==> src/hdl/tga_rle_pkg.sv <==
package tga_rle_pkg;

	localparam int BYTE_W   = 8;
	localparam int COUNT_W  = 32;
	localparam int CFG_W    = 32;
	localparam int Q_DEPTH  = 2;
	localparam int Q_AW     = $clog2(Q_DEPTH);
	localparam int Q_CW     = $clog2(Q_DEPTH + 1);

	localparam logic       REG_ALPHA_PRESENT = 1'b0;
	localparam logic       REG_IMAGE_PIXELS  = 1'b1;

	localparam logic [BYTE_W-1:0] RAW_MAX_CODE  = 8'd127;
	localparam logic [1:0]        SLOT_RED      = 2'd2;
	localparam logic [1:0]        SLOT_ALPHA    = 2'd3;

	typedef struct packed {
		logic [BYTE_W-1:0] byte0;
		logic [BYTE_W-1:0] byte1;
		logic [BYTE_W-1:0] byte2;
		logic [BYTE_W-1:0] byte3;
		logic              keep_alpha;
		logic [BYTE_W-1:0] run;
		logic              last;
	} pix_rec_t;

	typedef struct packed {
		logic full;
		logic empty;
	} q_stat_t;

endpackage

==> src/hdl/tga_rle_front.sv <==
module tga_rle_front (
	input  logic                          clk,
	input  logic                          arst_n,
	input  logic                          cfg_we,
	input  logic                          cfg_index,
	input  logic [tga_rle_pkg::CFG_W-1:0] cfg_data,
	input  logic                          byte_valid,
	input  logic [tga_rle_pkg::BYTE_W-1:0] byte_data,
	output tga_rle_pkg::pix_rec_t          rec,
	output logic                          rec_valid
);
	import tga_rle_pkg::*;

	logic                alpha_present_q;
	logic [COUNT_W-1:0]  image_pixels_q;
	logic                expect_q;
	logic                repeat_q;
	logic [BYTE_W-1:0]   raw_left_q;
	logic [1:0]          slot_q;
	logic [BYTE_W-1:0]   pb_q [3];
	logic [COUNT_W-1:0]  pixels_left_q;

	logic [COUNT_W-1:0]  pl_base;
	logic [BYTE_W-1:0]   hdr_n;
	logic [BYTE_W-1:0]   hdr_clip;
	logic                done;
	logic [BYTE_W-1:0]   run_raw;
	logic [BYTE_W-1:0]   run_clip;
	logic [COUNT_W-1:0]  pl_next;
	logic [BYTE_W-1:0]   raw_dec;

	always_comb begin
		if (pixels_left_q != '0) begin
			pl_base = pixels_left_q;
		end else if (image_pixels_q == '0) begin
			pl_base = COUNT_W'(1);
		end else begin
			pl_base = image_pixels_q;
		end
		if (byte_data[BYTE_W-1]) begin
			hdr_n = byte_data - RAW_MAX_CODE;
		end else begin
			hdr_n = byte_data + BYTE_W'(1);
		end
		if (COUNT_W'(hdr_n) > pl_base) begin
			hdr_clip = pl_base[BYTE_W-1:0];
		end else begin
			hdr_clip = hdr_n;
		end
		done = (slot_q == SLOT_ALPHA) || (slot_q == SLOT_RED && !alpha_present_q);
		if (!repeat_q || raw_left_q == '0) begin
			run_raw = BYTE_W'(1);
		end else begin
			run_raw = raw_left_q;
		end
		if (COUNT_W'(run_raw) > pixels_left_q) begin
			run_clip = pixels_left_q[BYTE_W-1:0];
		end else begin
			run_clip = run_raw;
		end
		pl_next = pixels_left_q - COUNT_W'(run_clip);
		raw_dec = (raw_left_q != '0) ? raw_left_q - BYTE_W'(1) : raw_left_q;
	end

	always_comb begin
		rec_valid       = byte_valid && !expect_q && done;
		rec.byte0       = pb_q[0];
		rec.byte1       = pb_q[1];
		rec.byte2       = (slot_q == SLOT_RED) ? byte_data : pb_q[2];
		rec.byte3       = byte_data;
		rec.keep_alpha  = (slot_q == SLOT_ALPHA) && alpha_present_q;
		rec.run         = run_clip;
		rec.last        = (pl_next == '0);
	end

	always_ff @(posedge clk or negedge arst_n) begin
		if (!arst_n) begin
			alpha_present_q <= 1'b0;
			image_pixels_q  <= COUNT_W'(1);
		end else if (cfg_we) begin
			case (cfg_index)
				REG_ALPHA_PRESENT: alpha_present_q <= cfg_data[0];
				REG_IMAGE_PIXELS:  image_pixels_q  <= cfg_data[COUNT_W-1:0];
				default: ;
			endcase
		end
	end

	always_ff @(posedge clk or negedge arst_n) begin
		if (!arst_n) begin
			expect_q      <= 1'b1;
			repeat_q      <= 1'b0;
			raw_left_q    <= '0;
			slot_q        <= '0;
			pixels_left_q <= '0;
		end else if (byte_valid) begin
			if (expect_q) begin
				pixels_left_q <= pl_base;
				repeat_q      <= byte_data[BYTE_W-1];
				raw_left_q    <= hdr_clip;
				slot_q        <= '0;
				expect_q      <= 1'b0;
			end else if (!done) begin
				slot_q <= slot_q + 2'd1;
			end else begin
				slot_q        <= '0;
				pixels_left_q <= pl_next;
				if (repeat_q || pl_next == '0) begin
					raw_left_q <= '0;
					expect_q   <= 1'b1;
				end else begin
					raw_left_q <= raw_dec;
					if (raw_dec == '0) begin
						expect_q <= 1'b1;
					end
				end
			end
		end
	end

	always_ff @(posedge clk) begin
		if (byte_valid && !expect_q && slot_q != SLOT_ALPHA) begin
			pb_q[slot_q] <= byte_data;
		end
	end

endmodule

==> src/hdl/tga_rle_queue.sv <==
module tga_rle_queue (
	input  logic                  clk,
	input  logic                  arst_n,
	input  logic                  push,
	input  tga_rle_pkg::pix_rec_t push_rec,
	input  logic                  pop,
	output tga_rle_pkg::pix_rec_t pop_rec,
	output tga_rle_pkg::q_stat_t  stat
);
	import tga_rle_pkg::*;

	pix_rec_t          mem_q [Q_DEPTH];
	logic [Q_AW-1:0]   wr_ptr_q;
	logic [Q_AW-1:0]   rd_ptr_q;
	logic [Q_CW-1:0]   count_q;

	always_comb begin
		stat.full  = (count_q == Q_CW'(Q_DEPTH));
		stat.empty = (count_q == '0);
		pop_rec    = mem_q[rd_ptr_q];
	end

	always_ff @(posedge clk or negedge arst_n) begin
		if (!arst_n) begin
			wr_ptr_q <= '0;
			rd_ptr_q <= '0;
			count_q  <= '0;
		end else begin
			if (push) begin
				wr_ptr_q <= (wr_ptr_q == Q_AW'(Q_DEPTH - 1)) ? '0 : wr_ptr_q + Q_AW'(1);
			end
			if (pop) begin
				rd_ptr_q <= (rd_ptr_q == Q_AW'(Q_DEPTH - 1)) ? '0 : rd_ptr_q + Q_AW'(1);
			end
			case ({push, pop})
				2'b10:   count_q <= count_q + Q_CW'(1);
				2'b01:   count_q <= count_q - Q_CW'(1);
				default: count_q <= count_q;
			endcase
		end
	end

	always_ff @(posedge clk) begin
		if (push) begin
			mem_q[wr_ptr_q] <= push_rec;
		end
	end

endmodule

==> src/hdl/tga_rle_back.sv <==
module tga_rle_back (
	input  logic                           clk,
	input  logic                           arst_n,
	input  logic                           rec_avail,
	input  tga_rle_pkg::pix_rec_t          rec,
	output logic                           rec_take,
	output logic                           out_valid,
	input  logic                           out_ready,
	output logic [tga_rle_pkg::BYTE_W-1:0] red,
	output logic [tga_rle_pkg::BYTE_W-1:0] green,
	output logic [tga_rle_pkg::BYTE_W-1:0] blue,
	output logic [tga_rle_pkg::BYTE_W-1:0] alpha,
	output logic [tga_rle_pkg::BYTE_W-1:0] run_length,
	output logic                           image_end
);
	import tga_rle_pkg::*;

	logic valid_q;

	assign rec_take  = rec_avail && (!valid_q || out_ready);
	assign out_valid = valid_q;

	always_ff @(posedge clk or negedge arst_n) begin
		if (!arst_n) begin
			valid_q <= 1'b0;
		end else if (rec_take) begin
			valid_q <= 1'b1;
		end else if (out_ready) begin
			valid_q <= 1'b0;
		end
	end

	always_ff @(posedge clk) begin
		if (rec_take) begin
			red        <= rec.byte2;
			green      <= rec.byte1;
			blue       <= rec.byte0;
			alpha      <= rec.keep_alpha ? rec.byte3 : '0;
			run_length <= rec.run;
			image_end  <= rec.last;
		end
	end

endmodule

==> src/hdl/tga_rle_pixel_decoder_unit.sv <==
// TGA run-length pixel decoder.
// Input channel: in_valid/in_ready with file_byte, one byte of the coded
// image body per transfer. A packet byte opens a raw or a repeat packet;
// pixel bytes follow, three per pixel, or four when alpha_present is set.
// Output channel: out_valid/out_ready with red, green, blue, alpha,
// run_length and image_end, one transfer per decoded pixel. image_end marks
// the pixel that completes image_pixels; the decoder then rearms.
// Configuration: cfg_we, cfg_index, cfg_data; write only while idle.
// Throughput: one input byte per cycle, sustained, with the receiver ready.
// Path: the parser decodes a pixel as its last byte transfers and writes
// it into the queue at that edge; the output register then loads it from
// the queue once the output register is free.
// Stall: when out_ready is low the output holds, the queue fills, and
// in_ready drops once the queue is full.
// Reset: arst_n clears control state; alpha_present resets to 0 and
// image_pixels to 1; the parser waits for a packet byte.
module tga_rle_pixel_decoder_unit (
	input  logic                           clk,
	input  logic                           arst_n,
	input  logic                           in_valid,
	output logic                           in_ready,
	input  logic [tga_rle_pkg::BYTE_W-1:0] file_byte,
	output logic                           out_valid,
	input  logic                           out_ready,
	output logic [tga_rle_pkg::BYTE_W-1:0] red,
	output logic [tga_rle_pkg::BYTE_W-1:0] green,
	output logic [tga_rle_pkg::BYTE_W-1:0] blue,
	output logic [tga_rle_pkg::BYTE_W-1:0] alpha,
	output logic [tga_rle_pkg::BYTE_W-1:0] run_length,
	output logic                           image_end,
	input  logic                           cfg_we,
	input  logic                           cfg_index,
	input  logic [tga_rle_pkg::CFG_W-1:0]  cfg_data
);
	import tga_rle_pkg::*;

	logic     byte_xfer;
	pix_rec_t front_rec;
	logic     front_valid;
	pix_rec_t q_rec;
	q_stat_t  q_stat;
	logic     q_pop;

	assign in_ready  = !q_stat.full;
	assign byte_xfer = in_valid && in_ready;

	tga_rle_front u_front (
		.clk        (clk),
		.arst_n     (arst_n),
		.cfg_we     (cfg_we),
		.cfg_index  (cfg_index),
		.cfg_data   (cfg_data),
		.byte_valid (byte_xfer),
		.byte_data  (file_byte),
		.rec        (front_rec),
		.rec_valid  (front_valid)
	);

	tga_rle_queue u_queue (
		.clk      (clk),
		.arst_n   (arst_n),
		.push     (front_valid),
		.push_rec (front_rec),
		.pop      (q_pop),
		.pop_rec  (q_rec),
		.stat     (q_stat)
	);

	tga_rle_back u_back (
		.clk        (clk),
		.arst_n     (arst_n),
		.rec_avail  (!q_stat.empty),
		.rec        (q_rec),
		.rec_take   (q_pop),
		.out_valid  (out_valid),
		.out_ready  (out_ready),
		.red        (red),
		.green      (green),
		.blue       (blue),
		.alpha      (alpha),
		.run_length (run_length),
		.image_end  (image_end)
	);

`ifndef SYNTH
	a_no_push_when_full: assert property (@(posedge clk) disable iff (!arst_n)
		!(front_valid && q_stat.full))
		else $error("queue push while full");

	a_no_pop_when_empty: assert property (@(posedge clk) disable iff (!arst_n)
		!(q_pop && q_stat.empty))
		else $error("queue pop while empty");

	a_run_nonzero: assert property (@(posedge clk) disable iff (!arst_n)
		out_valid |-> run_length != '0)
		else $error("zero run length on output");
`endif

endmodule
==> config.mk <==
export PLATFORM = sky130hd
export DESIGN_NAME = tga_rle_pixel_decoder_unit
export DESIGN_NICKNAME = d
export VERILOG_FILES = /design/src/hdl/tga_rle_pkg.sv /design/src/hdl/tga_rle_front.sv /design/src/hdl/tga_rle_queue.sv /design/src/hdl/tga_rle_back.sv /design/src/hdl/tga_rle_pixel_decoder_unit.sv
export SDC_FILE = /design/constraint.sdc
export NUM_CORES = 1
export LEC_CHECK = 0
export ABC_AREA = 1
export BUFFER_PORTS_ARGS = -buffer_cell sky130_fd_sc_hd__buf_2
export CELL_PAD_IN_SITES_DETAIL_PLACEMENT = 0
export CELL_PAD_IN_SITES_GLOBAL_PLACEMENT = 2
export CORE_ASPECT_RATIO = 1.25
export CORE_MARGIN = 5
export CORE_UTILIZATION = 34
export DETAILED_ROUTE_END_ITERATION = 6
export GPL_TIMING_DRIVEN = 0
export PLACE_DENSITY = 0.86
export SYNTH_ARGS = -nofsm -noshare
export SYNTH_HDL_FRONTEND = slang
export SYNTH_SLANG_ARGS = --single-unit
==> constraint.sdc <==
create_clock -name clk -period 4.9 [get_ports clk]
set_input_delay 0.49 -clock clk [delete_from_list [all_inputs] [get_ports clk]]
set_output_delay 0.49 -clock clk [all_outputs]
set_load 0.01 [all_outputs]
### Word level (Yosys, flattened, before mapping)

Memories as Yosys holds them, arrays and structs flattened.
Cells that the tools add are included.

* memories kept: 2
* register bits after elaboration: 123
* output and inout port bits: 43
* bits in writable memories: 108

* multiplexer cells: 28
* bitwise operators: 1
* equal/unequal tests: 6
* reduce and logical (&&, ||, !) cells: 31
* $lt $le $gt $ge: 2
* add/sub/neg operators: 9

Memory list
* u_queue.mem_q: depth 2, width 42, read ports 1, clocked after memory_dff 0, wr ports 1, RTL line tga_rle_queue.sv:12 `pix_rec_t mem_q [Q_DEPTH];`
* u_front.pb_q: depth 3, width 8, read ports 3, clocked after memory_dff 0, wr ports 1, RTL line tga_rle_front.sv:20 `logic [BYTE_W-1:0] pb_q [3];`

Operators by type and width (number)
* $mux W32: 4
* $mux W8: 9
* $gt A8 B32 Y1: 2
* $logic_not A32 Y1: 2
* $reduce_bool A32 Y1: 1
* $sub A32 B8 Y32: 1
* $logic_not A8 Y1: 2
* $mux W1: 12
* $add A8 B1 Y8 const B: 1
* $eq A2 B2 Y1 const B: 4
* $reduce_and A2 Y1: 4
* $reduce_bool A8 Y1: 1
* $sub A8 B1 Y8 const B: 1
* $sub A8 B7 Y8 const B: 1
* $logic_and A1 B1 Y1: 7
* $logic_not A1 Y1: 6
* $reduce_bool A2 Y1: 3
* $add A2 B1 Y2 const B: 2
* $logic_or A1 B1 Y1: 4
* $mux W2: 2
* $pmux W2 S2: 1
* $add A1 B1 Y1 const B: 2
* $eq A2 B1 Y1 const B: 1
* $logic_not A2 Y1: 1
* 3 further kinds: 3

### Longest topological paths before layout

* depth in word-level cells: 11
* mapped depth: 42

### By module

From an unflattened synthesis, not the netlist that was laid out.

* cells, all modules: 1285
* area total of the unflattened synthesis: 11901.4 sq um

By module, submodules not included
* tga_rle_front: instances 1, cells each 974, area each 7215.7 sq um
* tga_rle_queue: instances 1, cells each 243, area each 3326.9 sq um
* tga_rle_back: instances 1, cells each 64, area each 1341.3 sq um
* tga_rle_pixel_decoder_unit: instances 1, cells each 4, area each 17.5 sq um

### Worst setup path after synthesis

Ideal clock, no wire load.

* kind: reg-to-reg
* from: register u_front.raw_left_q[1]
* to: register u_front.raw_left_q[1]
* cell stages (with the launch flop): 38
* slack: 0.294 ns
* library setup time: 0.121 ns
* path buffers: 0
* data arrival time: 4.485 ns
* clock period less this slack: 4.606 ns
* cells stage by stage: dfrtp_1 > inv_1 > ha_1 > inv_1 > nor2_1 > nand2_4 > inv_2 > nor2_2 > inv_2 > nor2_1 > ha_1 > a21oi_1 > nor2_1 > a211oi_1 > nand2_2 > nand2_4 > inv_1 > nand2_1 > [2 not listed] > fa_1 > or2_2 > nand2_1 > nand2_1 > nand2_1 > nand2_1 > nand2_2 > nand2_2 > nand3_1 > nand2_1 > inv_2 > nand2_1 > nor2_1 > nand2_1 > nor2_2 > nand3_2 > nand3_1 > a21oi_1

RTL lines
* start, declared: RTL line tga_rle_front.sv:18 `logic [BYTE_W-1:0] raw_left_q;`
* start signal, assigned: RTL line tga_rle_front.sv:100 `raw_left_q <= hdr_clip;`
* start signal, assigned: RTL line tga_rle_front.sv:112 `raw_left_q <= raw_dec;`

### Worst setup path in the final report

* from: register u_front.raw_left_q[1]
* to: register u_front.expect_q

* word-level cells in the longest chain between the ends: 11

RTL lines
* $logic_not A8 Y1: RTL line tga_rle_front.sv:51 `if (!repeat_q || raw_left_q == '0) begin`
* $logic_or A1 B1 Y1: RTL line tga_rle_front.sv:51
* $mux W8: RTL line tga_rle_front.sv:51
* $gt A8 B32 Y1: RTL line tga_rle_front.sv:56 `if (COUNT_W'(run_raw) > pixels_left_q) begin`
* $mux W8: RTL line tga_rle_front.sv:56
* $sub A32 B8 Y32: RTL line tga_rle_front.sv:61 `pl_next = pixels_left_q - COUNT_W'(run_clip);`
* $logic_not A32 Y1: RTL line tga_rle_front.sv:108 `if (repeat_q || pl_next == '0) begin`
* $logic_or A1 B1 Y1: RTL line tga_rle_front.sv:108
* $mux W1 (*): RTL line tga_rle_front.sv:108
* $mux W1 (*): RTL line tga_rle_front.sv:103 `end else if (!done) begin`
* $mux W1 (*): RTL line tga_rle_front.sv:97 `if (expect_q) begin`
* end signal, assigned: RTL line tga_rle_front.sv:102 `expect_q <= 1'b0;`
* end signal, assigned: RTL line tga_rle_front.sv:110 `expect_q <= 1'b1;`
* end signal, assigned: RTL line tga_rle_front.sv:114 `expect_q <= 1'b1;`
* end, declared: RTL line tga_rle_front.sv:16 `logic expect_q;`

Mark *: on every way between the ends. The rest lies on a longest branch, timed or not.
A chain may end at the register's enable or synchronous reset.

==> flow_metrics.env <==
export IMPL_drt_total_wl_um=32900
export IMPL_portBuffers=88
export IMPL_dr_pass1_iters=5
export IMPL_syn2layout_area_growth_pct=21.5
export IMPL_placementRows=75
export IMPL_h_tree_depth=1
export IMPL_dpl_cell_count=1760
export IMPL_cpPeakStageDelay_ps=420
export IMPL_slew_headroom=0.458
export IMPL_worst_slack_ps=187
export IMPL_p_per_area_nw_per_um2=667
export IMPL_cts_buffer_depth=3
export IMPL_synth_seq_cells=231
export IMPL_finClkSkew_ps=12.6
export IMPL_grt_max_degree=55
export IMPL_critPathMaxFanout=10
export IMPL_viasPerCell=4.97
export IMPL_antenna_found_initial=0
export IMPL_ys_top_cells_by_count="316 x nand2_1, 149 x edfxtp_1, 138 x inv_1, 109 x nor2_1, 88 x a21oi_1"
export IMPL_hpwlAfterDp_um=24700
export IMPL_path_clk_slew_ps=60
export IMPL_hold_viol=0
export IMPL_syn_inst=1245
export IMPL_worstSkewPairLatency_ps=520
export IMPL_netlist_top_cells_area="edfxtp_1 39%, dfrtp_1 17%, nand2_1 10%, inv_1 4.5%, a21oi_1 3.8%"
export IMPL_arrival_ps=5170
export IMPL_power_frac_seq=0.337
export IMPL_start_kind="register"
export IMPL_ys_warn_count=0
export IMPL_cp_required_ps=5350
export IMPL_slowest_stage="dfrtp_2"
export IMPL_final_setup_viol_count=0
export IMPL_synth_edf_count=149
export IMPL_p_comb_frac=0.470
export IMPL_p_int_w=0.00523
export IMPL_synth_cell_type_count=42
export IMPL_status="finished clean"
export IMPL_die_area_um2=37600
export IMPL_hold_class="input port to register"
export IMPL_place_ws_ps=-1150
export IMPL_worst_pin_slew_ps=814
export IMPL_synth_top_cell_area_share=0.389
export IMPL_wire_per_inst_um=18.0
export IMPL_die_w_um=175
export IMPL_p_leak_nw=5.98
export IMPL_clkPwrFrac=0.193
export IMPL_slew_viol_final=0
export IMPL_reg2reg_slack_ps=190
export IMPL_first_global_vias=9058
export IMPL_synth_nets=1319
export IMPL_vdd_drop_max_uv=287
export IMPL_via_count=9047
export IMPL_io_pins=89
export IMPL_maxCapViolCount=0
export IMPL_yosysTopAreaCell="edfxtp_1"
export IMPL_initial_core_util=0.343
export IMPL_seq_area_frac_synth=0.567
export IMPL_critPathCaptureType="register"
export IMPL_numCtsBuffers=25
export IMPL_clock_sinks=231
export IMPL_ys_flop_type="edfxtp_1"
export IMPL_sw_frac_of_total=0.439
export IMPL_final_cells=1822
export IMPL_yosysMostFrequentCell="nand2_1"
export IMPL_drt_iter0_drc=632
export IMPL_gp_congestion=0.931
export IMPL_clockRootBuffer="clkbuf_16"
export IMPL_critPathKind="register to register"
export IMPL_clock_fmax_mhz=212
export IMPL_die_h_um=216
export IMPL_grt_first_pass_wirelength_um=50800
export IMPL_drive_gt1_frac=0.219
export IMPL_grt_overflow_total=0
export IMPL_finalPower_w=0.00933
export IMPL_antenna_cells=0
export IMPL_track_usage=0.170
export IMPL_async_flop_share=0.355
export IMPL_period_needed_ps=4710
export IMPL_fin_nets=1457
export IMPL_p_sw_w=0.00410
export IMPL_core_area_um2=33500
export IMPL_fill_cells=3277
export IMPL_period_share=0.962
export IMPL_ant_nets=0
export IMPL_drc=0
export IMPL_syn_area_per_cell_um2=9.24
export IMPL_synth_area_um2=11500
export IMPL_cts_tree="yes"
## flip-flops by register name (all words and copies together) (netlist names)
signal                   count
u_queue.mem_q               84
u_front.image_pixels_q      32
u_front.pixels_left_q       32
u_front.pb_q                24
u_back.alpha                 8
u_back.blue                  8
u_back.green                 8
u_back.red                   8
u_back.run_length            8
u_front.raw_left_q           8
u_front.slot_q               2
u_queue.count_q              2
u_back.image_end             1
u_back.out_valid             1
u_front.alpha_present_q      1
u_front.expect_q             1
u_front.repeat_q             1
u_queue.rd_ptr_q             1
u_queue.wr_ptr_q             1
## final cells by class
| cell class | instances | area [um2] | area share |
|---|---|---|---|
| clock inverter | 18 | 153 | 0.0109 |
| tap | 423 | 529 | 0.0379 |
| inverter | 146 | 564 | 0.0404 |
| sequential | 231 | 6530 | 0.467 |
| timing repair buffer | 112 | 683 | 0.0489 |
| clock buffer | 25 | 626 | 0.0448 |
| multi-input combinational | 832 | 4740 | 0.339 |
| buffer | 35 | 148 | 0.0106 |
## through the flow
stage / TNS (ps) / instance area (um2) / util / hold slack [ps]
detailed placement: -18640 / 12600 / 0.376 / 430
floorplan: 0 / 11500 / - / 194
CTS: 0 / 13600 / 0.406 / 170
global placement: -28960 / 12500 / 0.372 / 423
global route: -217 / 14000 / 0.417 / 188
finish: 0 / 14000 / 0.417 / 192
## power groups by stage
stage	Clock (W)	Sequential (W)	Combinational, W
3_5_place_dp	0	0.00317	0.00385
4_1_cts	0.00186	0.00313	0.00405
6_report	0.00180	0.00314	0.00438
5_1_grt	0.00192	0.00320	0.00489
2_1_floorplan	0	0.00315	0.00252
3_3_place_gp	0	0.00318	0.00377
## final timing paths
path,endpoint,depth (start not counted),from
worst max register to register,u_front.expect_q,37,u_front.raw_left_q[1]
worst min register to register,u_queue.mem_q[1][29],0,u_front.pb_q[1][3]
min in group asynchronous,u_back.out_valid,2,arst_n
worst min-delay path,u_front.alpha_present_q,2,cfg_we
max in group asynchronous,u_front.expect_q,3,arst_n
worst max-delay path,u_front.expect_q,37,u_front.raw_left_q[1]
## cells in the final DEF, fill, tap and decap left out, types with 5 or more instances in the layout
cell,instances
nand2_1,297
edfxtp_1,149
inv_1,129
nor2_1,88
buf_2,88
a21oi_1,82
dfrtp_1,76
o21ai_0,75
nand3_1,48
clkbuf_1,30
mux2_2,30
nand4_1,25
clkbuf_16,25
nand2_2,22
ha_1,20
buf_4,20
nor2_2,15
nor4_1,15
nor2_4,14
xor2_1,12
inv_2,11
nor3_1,11
nand3_2,11
nand2_4,9
clkinv_1,9
o211ai_1,7
clkinvlp_4,5
ha_4,5
## metal layers
layer	part of all wire	track usage	wire [um]
met5	0	0	0
met4	0.032	0.0571	1060
met3	0.041	0.0212	1360
met2	0.52	0.313	17100
met1	0.41	0.206	13400
## critical path: cells and delay by family, from the launching register on
kind            cells  cell delay, ps
buf+inv             8             720
flops               1             420
compound gates      2             120
fa+ha+maj           3             680
simple gates       24            2700
## cells by family after synthesis
logic type                 count (synthesis)  synth area share
AOI/OAI and AO/OA                        187            0.0855
xor gates and xnor gates                  15            0.0114
adders and majority gates                 28            0.0311
buffers and inverters                    183            0.0605
DFF                                      231             0.567
muxes                                     30            0.0294
and+or+nand+nor                          571             0.215
## what timing repair did
item / 4_1_cts / 5_1_grt
gates cloned: 1 / 0
setup endpoints to repair: 36 / 11
buffers inserted: 5 / 14
hold buffers: 1 / 0
resized for setup: 48 / 76
hold endpoints to repair: 28 / 0
pin swaps: 9 / 26
Power figures use the tool's default switching activity.
